--- src/ssts_pkg.sv ---
// ----------------------------------------------------------------------------
// ssts_pkg: shared types and constants for the sorted set table
// Table size, field widths, request and result codes, and the command and
// status bundles that pass between the controller and the datapath.
// ----------------------------------------------------------------------------
package ssts_pkg;

  localparam int CAPACITY   = 16;
  localparam int VALUE_BITS = 32;
  localparam int IDX_W      = (CAPACITY > 1) ? $clog2(CAPACITY) : 1;
  localparam int CNT_W      = $clog2(CAPACITY + 1);

  typedef logic [1:0]                    kind_t;
  typedef logic [2:0]                    code_t;
  typedef logic signed [VALUE_BITS-1:0]  value_t;

  // request kinds
  localparam kind_t KIND_INSERT = 2'd0;
  localparam kind_t KIND_DELETE = 2'd1;
  localparam kind_t KIND_SEARCH = 2'd2;
  localparam kind_t KIND_LIST   = 2'd3;

  // result codes
  localparam code_t CODE_INSERTED = 3'd0;
  localparam code_t CODE_PRESENT_ALREADY = 3'd1;
  localparam code_t CODE_FULL     = 3'd2;
  localparam code_t CODE_DELETED  = 3'd3;
  localparam code_t CODE_ABSENT   = 3'd4;
  localparam code_t CODE_PRESENT  = 3'd5;
  localparam code_t CODE_LISTED   = 3'd6;
  localparam code_t CODE_EMPTY    = 3'd7;

  // source of the result's value field
  typedef enum logic [1:0] {
    SEL_REQ,
    SEL_CELL,
    SEL_ZERO
  } item_sel_t;

  typedef struct packed {
    logic             ins;       // shift in request value
    logic             del;       // close the gap at the match
    logic             load;      // capture a result into the output stage
    code_t            code;
    logic             last;
    item_sel_t        item_sel;
    logic [IDX_W-1:0] rd_idx;    // cell read by list
  } dp_cmd_t;

  typedef struct packed {
    logic             found;
    logic             full;
    logic             empty;
    logic [CNT_W-1:0] count;
  } dp_stat_t;

endpackage

--- src/ssts_datapath.sv ---
// ----------------------------------------------------------------------------
// ssts_datapath: row of sorted value cells and the result register
// Every cell compares against the request value in parallel; insert and
// delete shift the cells above the insertion point by one place.
// ----------------------------------------------------------------------------
module ssts_datapath (
  input  logic              clk,
  input  logic              rst_n,
  input  ssts_pkg::value_t  in_value,
  input  ssts_pkg::dp_cmd_t cmd,
  output ssts_pkg::dp_stat_t stat,
  output ssts_pkg::code_t   out_code,
  output ssts_pkg::value_t  out_item_value,
  output logic              out_last
);
  import ssts_pkg::*;

  value_t           cell_r   [CAPACITY];
  value_t           cell_nxt [CAPACITY];
  value_t           prev_val [CAPACITY];   // value of the cell below (request at 0)
  value_t           next_val [CAPACITY];   // value of the cell above
  logic [CAPACITY-1:0] lt;                 // occupied and below the request
  logic [CAPACITY-1:0] eq;                 // occupied and equal to the request
  logic [CAPACITY-1:0] lt_prev;
  logic [CNT_W-1:0] count_r, count_nxt;
  code_t            code_r;
  value_t           item_r, item_nxt;
  logic             last_r;

  always_comb begin
    for (int i = 0; i < CAPACITY; i++) begin
      lt[i] = (CNT_W'(i) < count_r) && (cell_r[i] < in_value);
      eq[i] = (CNT_W'(i) < count_r) && (cell_r[i] == in_value);
    end
    prev_val[0] = in_value;
    lt_prev[0]  = 1'b1;
    for (int i = 1; i < CAPACITY; i++) begin
      prev_val[i] = cell_r[i-1];
      lt_prev[i]  = lt[i-1];
    end
    for (int i = 0; i < CAPACITY - 1; i++) begin
      next_val[i] = cell_r[i+1];
    end
    next_val[CAPACITY-1] = cell_r[CAPACITY-1];
  end

  always_comb begin
    for (int i = 0; i < CAPACITY; i++) begin
      cell_nxt[i] = cell_r[i];
      if (cmd.ins && !lt[i]) begin
        cell_nxt[i] = lt_prev[i] ? in_value : prev_val[i];
      end else if (cmd.del && !lt[i]) begin
        cell_nxt[i] = next_val[i];
      end
    end
  end

  always_comb begin
    count_nxt = count_r;
    if (cmd.ins) begin
      count_nxt = count_r + CNT_W'(1);
    end else if (cmd.del) begin
      count_nxt = count_r - CNT_W'(1);
    end
  end

  always_comb begin
    case (cmd.item_sel)
      SEL_REQ:  item_nxt = in_value;
      SEL_CELL: item_nxt = cell_r[cmd.rd_idx];
      default:  item_nxt = '0;
    endcase
  end

  always_ff @(posedge clk) begin
    if (!rst_n) begin
      count_r <= '0;
    end else begin
      count_r <= count_nxt;
    end
  end

  always_ff @(posedge clk) begin
    for (int i = 0; i < CAPACITY; i++) begin
      cell_r[i] <= cell_nxt[i];
    end
    if (cmd.load) begin
      code_r <= cmd.code;
      item_r <= item_nxt;
      last_r <= cmd.last;
    end
  end

  assign stat.found = |eq;
  assign stat.full  = (count_r == CNT_W'(CAPACITY));
  assign stat.empty = (count_r == '0);
  assign stat.count = count_r;

  assign out_code       = code_r;
  assign out_item_value = item_r;
  assign out_last       = last_r;

endmodule

--- src/ssts_ctrl.sv ---
// ----------------------------------------------------------------------------
// ssts_ctrl: request controller
// Decodes each request against the table status, issues the update and result
// commands, and for a list walks the cells one per cycle while not stalled.
// ----------------------------------------------------------------------------
module ssts_ctrl (
  input  logic               clk,
  input  logic               rst_n,
  input  logic               in_valid,
  input  ssts_pkg::kind_t    in_kind,
  output logic               in_stall,
  output logic               out_valid,
  input  logic               out_stall,
  input  ssts_pkg::dp_stat_t stat,
  output ssts_pkg::dp_cmd_t  cmd
);
  import ssts_pkg::*;

  localparam logic S_IDLE = 1'b0;
  localparam logic S_LIST = 1'b1;

  logic             state_r, state_nxt;
  logic [IDX_W-1:0] idx_r, idx_nxt;
  logic             out_valid_r, out_valid_nxt;
  logic             out_free;
  logic             accept;
  logic             list_last;

  assign out_free  = !out_valid_r || !out_stall;
  assign accept    = (state_r == S_IDLE) && in_valid && out_free;
  assign list_last = (CNT_W'(idx_r) + CNT_W'(1)) == stat.count;

  always_comb begin
    cmd       = '0;
    cmd.item_sel = SEL_REQ;
    cmd.rd_idx   = idx_r;
    state_nxt = state_r;
    idx_nxt   = idx_r;
    unique case (state_r)
      S_IDLE: begin
        if (accept) begin
          cmd.load = 1'b1;
          cmd.last = 1'b1;
          unique case (in_kind)
            KIND_INSERT: begin
              if (stat.found) begin
                cmd.code = CODE_PRESENT_ALREADY;
              end else if (stat.full) begin
                cmd.code = CODE_FULL;
              end else begin
                cmd.code = CODE_INSERTED;
                cmd.ins  = 1'b1;
              end
            end
            KIND_DELETE: begin
              if (stat.found) begin
                cmd.code = CODE_DELETED;
                cmd.del  = 1'b1;
              end else begin
                cmd.code = CODE_ABSENT;
              end
            end
            KIND_SEARCH: begin
              cmd.code = stat.found ? CODE_PRESENT : CODE_ABSENT;
            end
            default: begin
              if (stat.empty) begin
                cmd.code     = CODE_EMPTY;
                cmd.item_sel = SEL_ZERO;
              end else begin
                cmd.load  = 1'b0;
                state_nxt = S_LIST;
                idx_nxt   = '0;
              end
            end
          endcase
        end
      end
      default: begin
        if (out_free) begin
          cmd.load     = 1'b1;
          cmd.code     = CODE_LISTED;
          cmd.item_sel = SEL_CELL;
          cmd.last     = list_last;
          if (list_last) begin
            state_nxt = S_IDLE;
          end else begin
            idx_nxt = idx_r + IDX_W'(1);
          end
        end
      end
    endcase
  end

  assign out_valid_nxt = cmd.load || (out_valid_r && out_stall);

  always_ff @(posedge clk) begin
    if (!rst_n) begin
      state_r     <= S_IDLE;
      idx_r       <= '0;
      out_valid_r <= 1'b0;
    end else begin
      state_r     <= state_nxt;
      idx_r       <= idx_nxt;
      out_valid_r <= out_valid_nxt;
    end
  end

  assign in_stall  = !((state_r == S_IDLE) && out_free);
  assign out_valid = out_valid_r;

endmodule

--- src/sorted_set_table.sv ---
// A result is captured in the output register at the end of its accept cycle; a list's
//   values follow from the list state. Insert, delete and search: one request per cycle
//   while out_stall is low; cells compare and shift at once. List: the input is stalled
//   while the N values come from the cell read mux, one per cycle while out_stall is low.
// Reset (rst_n low, synchronous) empties the table and drops any pending result;
//   cell contents are not cleared and are never read beyond the stored count.
// ----------------------------------------------------------------------------
// sorted_set_table: bounded ascending set of distinct signed values
// A request inserts, deletes, searches for a value, or lists the whole set
// in ascending order. Controller and datapath are joined by command/status.
// ----------------------------------------------------------------------------
module sorted_set_table (
  input  logic              clk,
  input  logic              rst_n,
  // request channel
  input  logic              in_valid,
  output logic              in_stall,
  input  ssts_pkg::kind_t   in_kind,
  input  ssts_pkg::value_t  in_value,
  // result channel
  output logic              out_valid,
  input  logic              out_stall,
  output ssts_pkg::code_t   out_code,
  output ssts_pkg::value_t  out_item_value,
  output logic              out_last
);
  import ssts_pkg::*;

  dp_cmd_t  cmd;    // per-cycle update and result-capture command
  dp_stat_t stat;   // match, full, empty and fill count of the cell row

  // Controller: accepts a request only when the output register is free or
  // draining this cycle, and stays busy while a list request walks the cells.
  ssts_ctrl u_ctrl (
    .clk       (clk),
    .rst_n     (rst_n),
    .in_valid  (in_valid),
    .in_kind   (in_kind),
    .in_stall  (in_stall),
    .out_valid (out_valid),
    .out_stall (out_stall),
    .stat      (stat),
    .cmd       (cmd)
  );

  // Datapath: the cell row, the fill count and the result payload register.
  ssts_datapath u_dp (
    .clk            (clk),
    .rst_n          (rst_n),
    .in_value       (in_value),
    .cmd            (cmd),
    .stat           (stat),
    .out_code       (out_code),
    .out_item_value (out_item_value),
    .out_last       (out_last)
  );

  // ---- assertions ----

  // fill count stays within the table
  a_count_bound: assert property (@(posedge clk) disable iff (!rst_n)
    stat.count <= CNT_W'(CAPACITY))
    else $error("entry count beyond capacity");

  // a request is taken only when the result register can take its result
  a_accept_room: assert property (@(posedge clk) disable iff (!rst_n)
    !in_stall |-> (!out_valid || !out_stall))
    else $error("request accepted while result register blocked");

  // an insert grows the table by exactly one
  a_ins_count: assert property (@(posedge clk) disable iff (!rst_n)
    cmd.ins |=> stat.count == $past(stat.count) + CNT_W'(1))
    else $error("insert did not grow the table by one");

  // a delete shrinks the table by exactly one
  a_del_count: assert property (@(posedge clk) disable iff (!rst_n)
    cmd.del |=> stat.count == $past(stat.count) - CNT_W'(1))
    else $error("delete did not shrink the table by one");

endmodule
--- config.mk ---
export PLATFORM = sky130hd
export DESIGN_NAME = sorted_set_table
export DESIGN_NICKNAME = d
export VERILOG_FILES = /design/src/ssts_pkg.sv /design/src/ssts_datapath.sv /design/src/ssts_ctrl.sv /design/src/sorted_set_table.sv
export SDC_FILE = /design/constraint.sdc
export NUM_CORES = 2
export LEC_CHECK = 0
export BUFFER_PORTS_ARGS = -buffer_cell sky130_fd_sc_hd__buf_2
export CAP_MARGIN = 20
export CORE_UTILIZATION = 60
export DETAILED_ROUTE_END_ITERATION = 7
export PLACE_DENSITY = 0.77
export SLEW_MARGIN = 30
export SYNTH_ARGS = -nofsm -noshare
export SYNTH_HDL_FRONTEND = slang
export SYNTH_SLANG_ARGS = --single-unit
--- constraint.sdc ---
create_clock -name clk -period 8.2 [get_ports clk]
set_clock_uncertainty 0.2 [all_clocks]
set_input_delay 0.41 -clock clk [delete_from_list [all_inputs] [get_ports clk]]
set_output_delay 0.41 -clock clk [all_outputs]
set_load 0.01 [all_outputs]
==> insert_results.sql <==
INSERT INTO impl_metrics (metric_group, metric, value, unit) VALUES
('timing', 'hold_ws', '155', 'ps'),
('timing', 'unrepaired_setup_endpoints_after_global_routing', 'no', ''),
('worst_setup_path', 'cp_data_required_time', '8330', 'ps'),
('worst_setup_path', 'timing.critical_path.from_type', 'register', ''),
('power_and_ir_drop', 'ir_worst_vdd', '0.144', 'mV'),
('route', 'drt_first_pass_iters', '6', ''),
('worst_setup_path', 'timing.critical_path.fanout_max', '38', ''),
('timing', 'post_route_clock_period_utilization', '70.4', '%'),
('synth', 'synthesis.area_per_instance', '11.0', 'um2'),
('worst_setup_path', 'worstPathBufferInverterCount', '2', ''),
('worst_setup_path', 'worstRegToRegCells', '10', ''),
('cts', 'tritoncts_clock_tree', 'done', ''),
('grt', 'grt_pass1_wl', '210000', 'um'),
('timing', 'setup_violations', '0', ''),
('cts', 'cts-buffers-inserted', '69', ''),
('placement', 'number_of_port_buffers', '75', ''),
('placement', 'post_dp_cell_area', '45800', 'um2'),
('power_and_ir_drop', 'power_per_cell_area', '166', 'nW/um2'),
('worst_setup_path', 'worstPathArrival', '5900', 'ps'),
('worst_setup_path', 'critPathSlowestCell', 'and2_2', ''),
('worst_setup_path', 'path_class', 'register to register', ''),
('worst_setup_path', 'cp_top_family', 'simple AND/OR/NAND/NOR gates', ''),
('synth', 'synth_cell_types', '72', ''),
('synth', 'synth-edff-count', '548', ''),
('die', 'die_h', '273', 'um'),
('placement', 'dp_hpwl', '105000', 'um'),
('min_path', 'timing.hold.worst.class', 'input pin to register', ''),
('status', 'result_of_the_run', 'finished, final reports clean', ''),
('timing', 'period_minus_slack', '5770', 'ps'),
('route', 'ant_nets', '0', ''),
('min_path', 'worstHoldPathCells', '3', ''),
('cts', 'post_cts_resized', '0', ''),
('layout', 'post-route-cell-area', '48300', 'um2'),
('grt', 'grt_pass1_vias', '33500', ''),
('power_and_ir_drop', 'total_leakage_power', '0.0196', 'uW'),
('timing', 'fmaxAchievable', '173', 'MHz'),
('route', 'dr_vias', '35600', ''),
('synth', 'synthesis.yosys.warnings', '0', ''),
('placement', 'routability_congestion_estimate_from_global_placement', '1.06', ''),
('timing', 'tightest_slew', '1030', 'ps'),
('layout', 'mostFrequentLayoutCell', 'edfxtp_1', ''),
('route', 'wl_per_cell', '28.1', 'um'),
('cts', 'cts_num_sinks', '563', ''),
('flow_run', 'total_of_max_cap_violations', '0', ''),
('layout', 'area.sequential', '16800', 'um2'),
('die', 'ios', '76', ''),
('layout', 'nNetsFinal', '4560', ''),
('cts', 'clock_insertion_delay_worst_skew', '620', 'ps'),
('worst_setup_path', 'timing.critical_path.to_type', 'register', ''),
('synth', 'ys_dominant_reg_cell', 'edfxtp_1', ''),
('synth', 'synth_area', '44200', 'um2'),
('worst_setup_path', 'r2r_start', 'u_dp.count_r[2]', ''),
('layout', 'multi_input_comb_area', '26500', 'um2'),
('synth', 'ys_seq_elements', '563', ''),
('die', 'area_of_the_core', '73000', 'um2'),
('timing', 'report.final.slew_viol_count', '0', ''),
('route', 'drt_iter0_markers', '5317', ''),
('cts', 'h-tree-depth', '3', ''),
('die', 'num_rows', '99', ''),
('timing', 'finalSetupTns', '0', 'ps'),
('grt', 'number_of_antenna_violations_at_the_first_check_in_global_routing', '12', ''),
('worst_setup_path', 'timing.critical_path.slowest_cell_delay', '870', 'ps'),
('route', 'remaining_drc_errors', '0', ''),
('synth', 'post_synthesis_sequential_area_ratio', '37.9', '%'),
('cts', 'clock_tree.buffer_depth', '3', ''),
('route', 'totalWireLength', '141000', 'um'),
('timing', 'hold_viol_final', '0', ''),
('route', 'viasPerCell', '7.09', ''),
('layout', 'drive_gt1_share', '19.6', '%'),
('worst_setup_path', 'critical_path_cell_count', '10', ''),
('min_path', 'hold_start', 'in_valid', '');
## kinds of logic (layout without fill, tap and decap cells)
group                    Yosys count  after routing  synth area share (%)
AO/OA/AOI/OAI                   1022           1022                  13.9
AND/OR/NAND/NOR                  899            899                  9.43
multiplexers                     690            690                  21.1
flip-flops                       563            563                  37.9
adder cells (fa/ha/maj)          517            517                  14.6
buffers and inverters            319            357                  2.95
XOR/XNOR                           8              8                 0.158
other                              0              6                     0
## repair_timing
item | CTS | global route
hold buffers | 3 | 0
endpoints found under the hold margin | 13 | 0
setup buffers | 0 | 0
setup endpoints to repair | 0 | 0
## cell type report
| type | instances | area share, % |
|---|---|---|
| diodes | 6 | 0.0311 |
| clock buffers | 103 | 4.14 |
| clock inverters | 19 | 0.438 |
| inverters | 65 | 0.506 |
| multi-input cells | 3136 | 54.9 |
| flip-flops and latches | 563 | 34.7 |
| well taps | 959 | 2.49 |
| repair buffers | 170 | 2.80 |
## flip-flops by register name, summed over array words and instances, names as in the netlist, named ones only
signal / count
u_dp.count_r: 5
u_dp.out_item_value: 32
u_ctrl.idx_r: 4
u_ctrl.out_valid: 1
u_dp.out_last: 1
u_ctrl.state_r: 1
u_dp.cell_r: 512
u_dp.out_code: 3
## cell usage after synthesis (all sizes together) (125+ instances only)
cell type | instances | area share, %
mux4 | 160 | 8.1
clkbuf | 175 | 1.5
mux2i | 213 | 4.8
o21ai | 200 | 2.3
a21oi | 442 | 5.0
a21o | 196 | 3.3
nor2 | 382 | 3.2
ha | 517 | 15
nand2 | 204 | 1.7
mux2 | 317 | 8.1
edfxtp | 548 | 37
nand4 | 125 | 1.8
## final timing paths
path | slack (ps) | end
setup reg to reg | 2430 | u_dp.cell_r[1][1]
hold / removal | 160 | u_dp.out_last
hold reg to reg | 340 | register
setup / recovery | 2430 | u_dp.cell_r[1][1]
## report_power, final
group,total [uW],leakage [uW],internal (uW),switching [uW]
Combinational,1480,0.0134,578,897
Clock,3090,0.00108,1840,1260
Sequential,3460,0.00515,3320,133
## per-layer routing
layer | wire, um | share of wire, % | track usage (%)
met5 | 17 | 0.012 | 0
met4 | 7480 | 5.3 | 18.1
met3 | 16100 | 11 | 7.08
met1 | 55700 | 39 | 52.4
met2 | 62000 | 44 | 56.0
## stage by stage
stage | instances | power [uW] | util (%) | setup WS, ps
after global placement | 4877 | 4870 | 62.6 | 2240
after CTS | 5006 | 7980 | 65.8 | 2680
final | 5021 | 8030 | 66.1 | 2430
after detailed placement | 4881 | 4920 | 62.7 | 2150
after global routing | 5020 | 8270 | 66.1 | 2300
after floorplan | 4018 | 4440 | - | 1890
## worst reg2reg max path, cell delays in order, from the launching register on
cell and delay, ps:
dfxtp_1 570, nor3_2 850, o21ai_1 370, nand4_1 320, nand4_1 230, nor4b_4 470
and2_2 870, buf_4 380, and2_2 580, buf_4 490, a21oi_1 150
Note: power is estimated with default switching activity, not from simulation.
